--- config.mk ---
export PLATFORM = sky130hd
export DESIGN_NAME = ptid_ctrl
export DESIGN_NICKNAME = d
export VERILOG_FILES = /design/src/ptid_pkg.sv /design/src/ptid_ctrl.sv
export SDC_FILE = /design/constraint.sdc
export NUM_CORES = 1
export LEC_CHECK = 0
export BUFFER_PORTS_ARGS = -buffer_cell sky130_fd_sc_hd__buf_2
export CORE_AREA = 5 5 42 44
export DETAILED_ROUTE_END_ITERATION = 16
export DIE_AREA = 0 0 47 49
export PLACE_DENSITY = 0.47
export SYNTH_ARGS = -nofsm -noshare
export SYNTH_HDL_FRONTEND = slang
export SYNTH_SLANG_ARGS = --single-unit
--- constraint.sdc ---
create_clock -name clk_i -period 2 [get_ports clk_i]
set_input_delay 0.2 -clock clk_i [delete_from_list [all_inputs] [get_ports clk_i]]
set_output_delay 0.2 -clock clk_i [all_outputs]
set_load 0.02 [all_outputs]
--- src/ptid_pkg.sv ---
// Package for the point-to-interval distance block.
// Field widths, request and register codes, and the control/status structs
// shared by ptid_ctrl, ptid_datapath and point_to_interval_distance.
`default_nettype none

package ptid_pkg;

  localparam int unsigned MODE_W = 2;
  localparam int unsigned CODE_W = 8;
  localparam int unsigned POS_W  = 31;
  localparam int unsigned DIST_W = 32;
  localparam int unsigned DIR_W  = 2;

  // Input request layout, lowest bit first
  localparam int unsigned IN_W   = 72;
  localparam int unsigned OUT_W  = 40;

  typedef enum logic [MODE_W-1:0] {
    MODE_CLEAR = 2'd0,
    MODE_LOAD  = 2'd1,
    MODE_QUERY = 2'd2,
    MODE_NOP   = 2'd3
  } mode_e;

  // direction register codes; the pattern 2'b10 behaves as either side
  localparam logic [DIR_W-1:0] DIR_ANY   = 2'b00;
  localparam logic [DIR_W-1:0] DIR_BELOW = 2'b01;
  localparam logic [DIR_W-1:0] DIR_ABOVE = 2'b11;

  // configuration register indexes (byte address bit 2)
  localparam logic REG_TAKE_MAX  = 1'b0;
  localparam logic REG_DIRECTION = 1'b1;

  typedef struct packed {
    logic clear;   // empty the table
    logic load;    // append one interval
    logic start;   // latch query, reset scan
    logic issue;   // read next table entry
    logic finish;  // move result to output register
  } cmd_t;

  typedef struct packed {
    logic count_zero;  // table empty
    logic idx_last;    // scan index is at the last stored entry
    logic pipe_empty;  // no read or compare in flight
    logic out_free;    // output register can take a result
  } status_t;

endpackage

`default_nettype wire

--- src/ptid_ctrl.sv ---
// Controller for the point-to-interval distance block.
// Sequences clear, load and query requests; drives ptid_datapath via ptid_pkg::cmd_t.
`default_nettype none

module ptid_ctrl (
  input  wire logic              clk_i,
  input  wire logic              rst_ni,
  input  wire logic              in_valid_i,
  input  wire ptid_pkg::mode_e   in_mode_i,
  output logic                   in_ready_o,
  input  wire ptid_pkg::status_t status_i,
  output ptid_pkg::cmd_t         cmd_o
);

  typedef enum logic [1:0] {
    ST_IDLE,
    ST_SCAN,
    ST_DRAIN,
    ST_FINISH
  } state_e;

  state_e state_q;
  logic   ready_q;
  logic   accept;

  assign accept     = in_valid_i && ready_q;
  assign in_ready_o = ready_q;

  always_comb begin
    cmd_o        = '0;
    cmd_o.clear  = accept && (in_mode_i == ptid_pkg::MODE_CLEAR);
    cmd_o.load   = accept && (in_mode_i == ptid_pkg::MODE_LOAD);
    cmd_o.start  = accept && (in_mode_i == ptid_pkg::MODE_QUERY);
    cmd_o.issue  = (state_q == ST_SCAN);
    cmd_o.finish = (state_q == ST_FINISH) && status_i.out_free;
  end

  always_ff @(posedge clk_i or negedge rst_ni) begin
    if (!rst_ni) begin
      state_q <= ST_IDLE;
      ready_q <= 1'b1;
    end else begin
      unique case (state_q)
        ST_IDLE: begin
          if (accept && (in_mode_i == ptid_pkg::MODE_QUERY)) begin
            ready_q <= 1'b0;
            state_q <= status_i.count_zero ? ST_FINISH : ST_SCAN;
          end
        end
        ST_SCAN: begin
          if (status_i.idx_last) begin
            state_q <= ST_DRAIN;
          end
        end
        ST_DRAIN: begin
          if (status_i.pipe_empty) begin
            state_q <= ST_FINISH;
          end
        end
        ST_FINISH: begin
          if (status_i.out_free) begin
            state_q <= ST_IDLE;
            ready_q <= 1'b1;
          end
        end
        default: begin
          state_q <= ST_IDLE;
          ready_q <= 1'b1;
        end
      endcase
    end
  end

endmodule

`default_nettype wire

==> flow_summary.ini <==
[status]
status = finished clean

[synthesis]
ys_seq_elements = 3
yosysWarningCount = 0
ys_types = 15
syn_avg_cell_area_sq_um = 10.3
yosysSeqAreaShare_pct = 25.5
netlist_area_sq_um = 299
synth_nets = 43
syn_inst = 29

[layout]
layout_common_cells = 14 x buf_2, 5 x inv_1, 5 x ha_1
drive_gt1_share_pct = 41.7
fin_cells = 64
layout_commonest_cell = buf_2
area_growth_pct = 42.3
fin_area_sq_um = 425
n_antenna_cell = 0
postLayoutCoreUtil_pct = 30.4
fillers = 163
nNetsFinal = 63

[global_route]
track_usage_pct = 7.12
grt_max_degree = 6
antenna_found_initial = 0
grt_pass1_wl_um = 1100
grt_overflow = 0
grt_pass1_vias = 261

[timing]
tns_ns = 0
maxSlewHeadroom_pct = 79.3
hold_viol = 0
tightest_slew_ns = 0.311
period_share_pct = 76.7
setup_viol = 0
rsz0062_at_grt = false
finalMaxSlewViolations = 0
setup_ws_ns = 0.467
skew_ns = 0.00298
fin_crit_ns = 1.53
holdWs_ns = 0.269
max_clock_freq_mhz = 652

[clock_tree]
post_cts.repair.setup_buffers = 0
numCtsBuffers = 3
cts_root_buf = clkbuf_4
path_clk_slew_ns = 0.04
cts.sinks = 3
clock_path_buffers = 2
cts_tree = built
cts-resized-gates = 0
clk_latency_ns = 0.24
cts_max_level = 1

[routing]
routed_wl_um = 642
ant_nets = 0
wl_per_cell_um = 10.0
vias_per_cell = 4.14
vias = 265
drt_iter0_markers = 3
drtPass1Iterations = 2
drc_errors = 0

[placement]
io_buffers = 14
finalWeightedCongestion = 0.752
placed_cells = 59
hpwl_um = 530
post-place-ws_ns = 0.449
placed_area_sq_um = 389

[pwr]
powerDensity_nw_per_um2 = 1410
p_seq_share_pct = 23.1
p_int_mw = 0.341
swShare_pct = 43.1
clkPwrFrac_pct = 18.5
p_switching_mw = 0.258
combPwrFrac_pct = 58.4
leakage_nw = 0.228
total_power_mw = 0.598
worst_ir_drop_vdd_mv = 0.535

[flow_run]
cap_viol_max_count = 0

[critical_path]
crit-reg2reg-launch = state_q[0]
rr_worst_depth = 5
worstPathCellList = inv_1 > ha_1 > nor2b_1 > a2111oi_4 > mux2i_1
r2r_end = state_q[0]
worstPathMaxFanout = 4
critPathMaxStageDelay_ns = 0.37
critPathCaptureType = flop
start_kind = flop
crit_arrival_ns = 1.68
cp_slowest_cell = dfrtp_1
required_ns = 2.15
reg2reg_slack_ns = 0.47
critical_path_class = reg2reg

[hold_path]
hp-class = in2reg
holdPathStages = 3
hold_end = state_q[1]
min_from = status_i[3]

[floorplan]
initial_core_util_pct = 21.3
die_area_sq_um = 2300
num_rows = 14
die_x_um = 47
core_area_sq_um = 1400
ios = 15
die_height_um = 49
## sequential cells by signal (all words and copies together) (netlist names)
signal and cells:
state_q 2, in_ready_o 1
## metal layers
| metal | GRT usage (%) | wire [um] |
|---|---|---|
| met1 | 7.51 | 255 |
| met2 | 9.73 | 316 |
| met3 | 4.43 | 70 |
| met4 | 5.53 | 0 |
| met5 | 0 | 0 |
## area by class of cell
| class | instances | area [sq um] | share of cell area (%) |
|---|---|---|---|
| timing repair buffer | 15 | 80.1 | 18.8 |
| clock buffer | 4 | 26.3 | 6.18 |
| sequential | 3 | 76.3 | 17.9 |
| inverter | 5 | 18.8 | 4.41 |
| tap | 16 | 20.0 | 4.71 |
| multi-input combinational | 21 | 204 | 47.9 |
## critical path: cells and delay by family (launching register included)
| kind | cells | cell delay, ns |
|---|---|---|
| compound gates | 1 | 0.37 |
| fa+ha+maj | 1 | 0.22 |
| buf+inv | 1 | 0.09 |
| flops | 1 | 0.37 |
| mux | 1 | 0.25 |
| simple gates | 1 | 0.15 |
## power by group through the flow
stage	sequential [mW]	clock [mW]	combinational, mW
2_1_floorplan	0.147	0	0.264
3_3_place_gp	0.141	0	0.356
3_5_place_dp	0.139	0	0.357
4_1_cts	0.140	0.117	0.358
5_1_grt	0.145	0.124	0.398
6_report	0.138	0.111	0.349
## cells by family (layout without fill, tap and decap cells)
logic type | Yosys count | count (layout) | synth area share (%)
AO/OA/AOI/OAI | 4 | 4 | 14.2
multiplexers | 3 | 3 | 10.0
AND/OR/NAND/NOR | 9 | 9 | 23.0
buffers and inverters | 5 | 24 | 6.28
flip-flops | 3 | 3 | 25.5
adder cells (fa/ha/maj) | 5 | 5 | 20.9
## worst max-delay path by stage
stage / startpoint / end / depth (start not counted)
after floorplan: state_q[1] / state_q[0] / 5
after global placement: state_q[0] / state_q[0] / 5
after detailed placement: state_q[0] / state_q[0] / 5
after CTS: state_q[0] / state_q[0] / 5
after global routing: state_q[0] / state_q[0] / 5
final: state_q[0] / state_q[0] / 5
## Yosys cell counts
cell type	count	area [sq um]
a2111oi_4	1	27.5
a21oi_1	1	5.00
and2_1	1	6.26
dfrtp_1	2	50.1
dfstp_2	1	26.3
ha_1	5	62.6
inv_1	5	18.8
mux2i_1	3	30.0
nand2_1	1	3.75
nand4b_4	1	23.8
nor2_1	1	3.75
nor2b_1	3	18.8
nor3_1	1	5.00
nor3b_1	1	7.51
o21ai_0	2	10.0
## timing repair
action                                 CTS  global route
hold buffers                             1             0
endpoints found under the hold margin    3             0
setup endpoints to repair                0             0
Power figures use the tool's default switching activity.
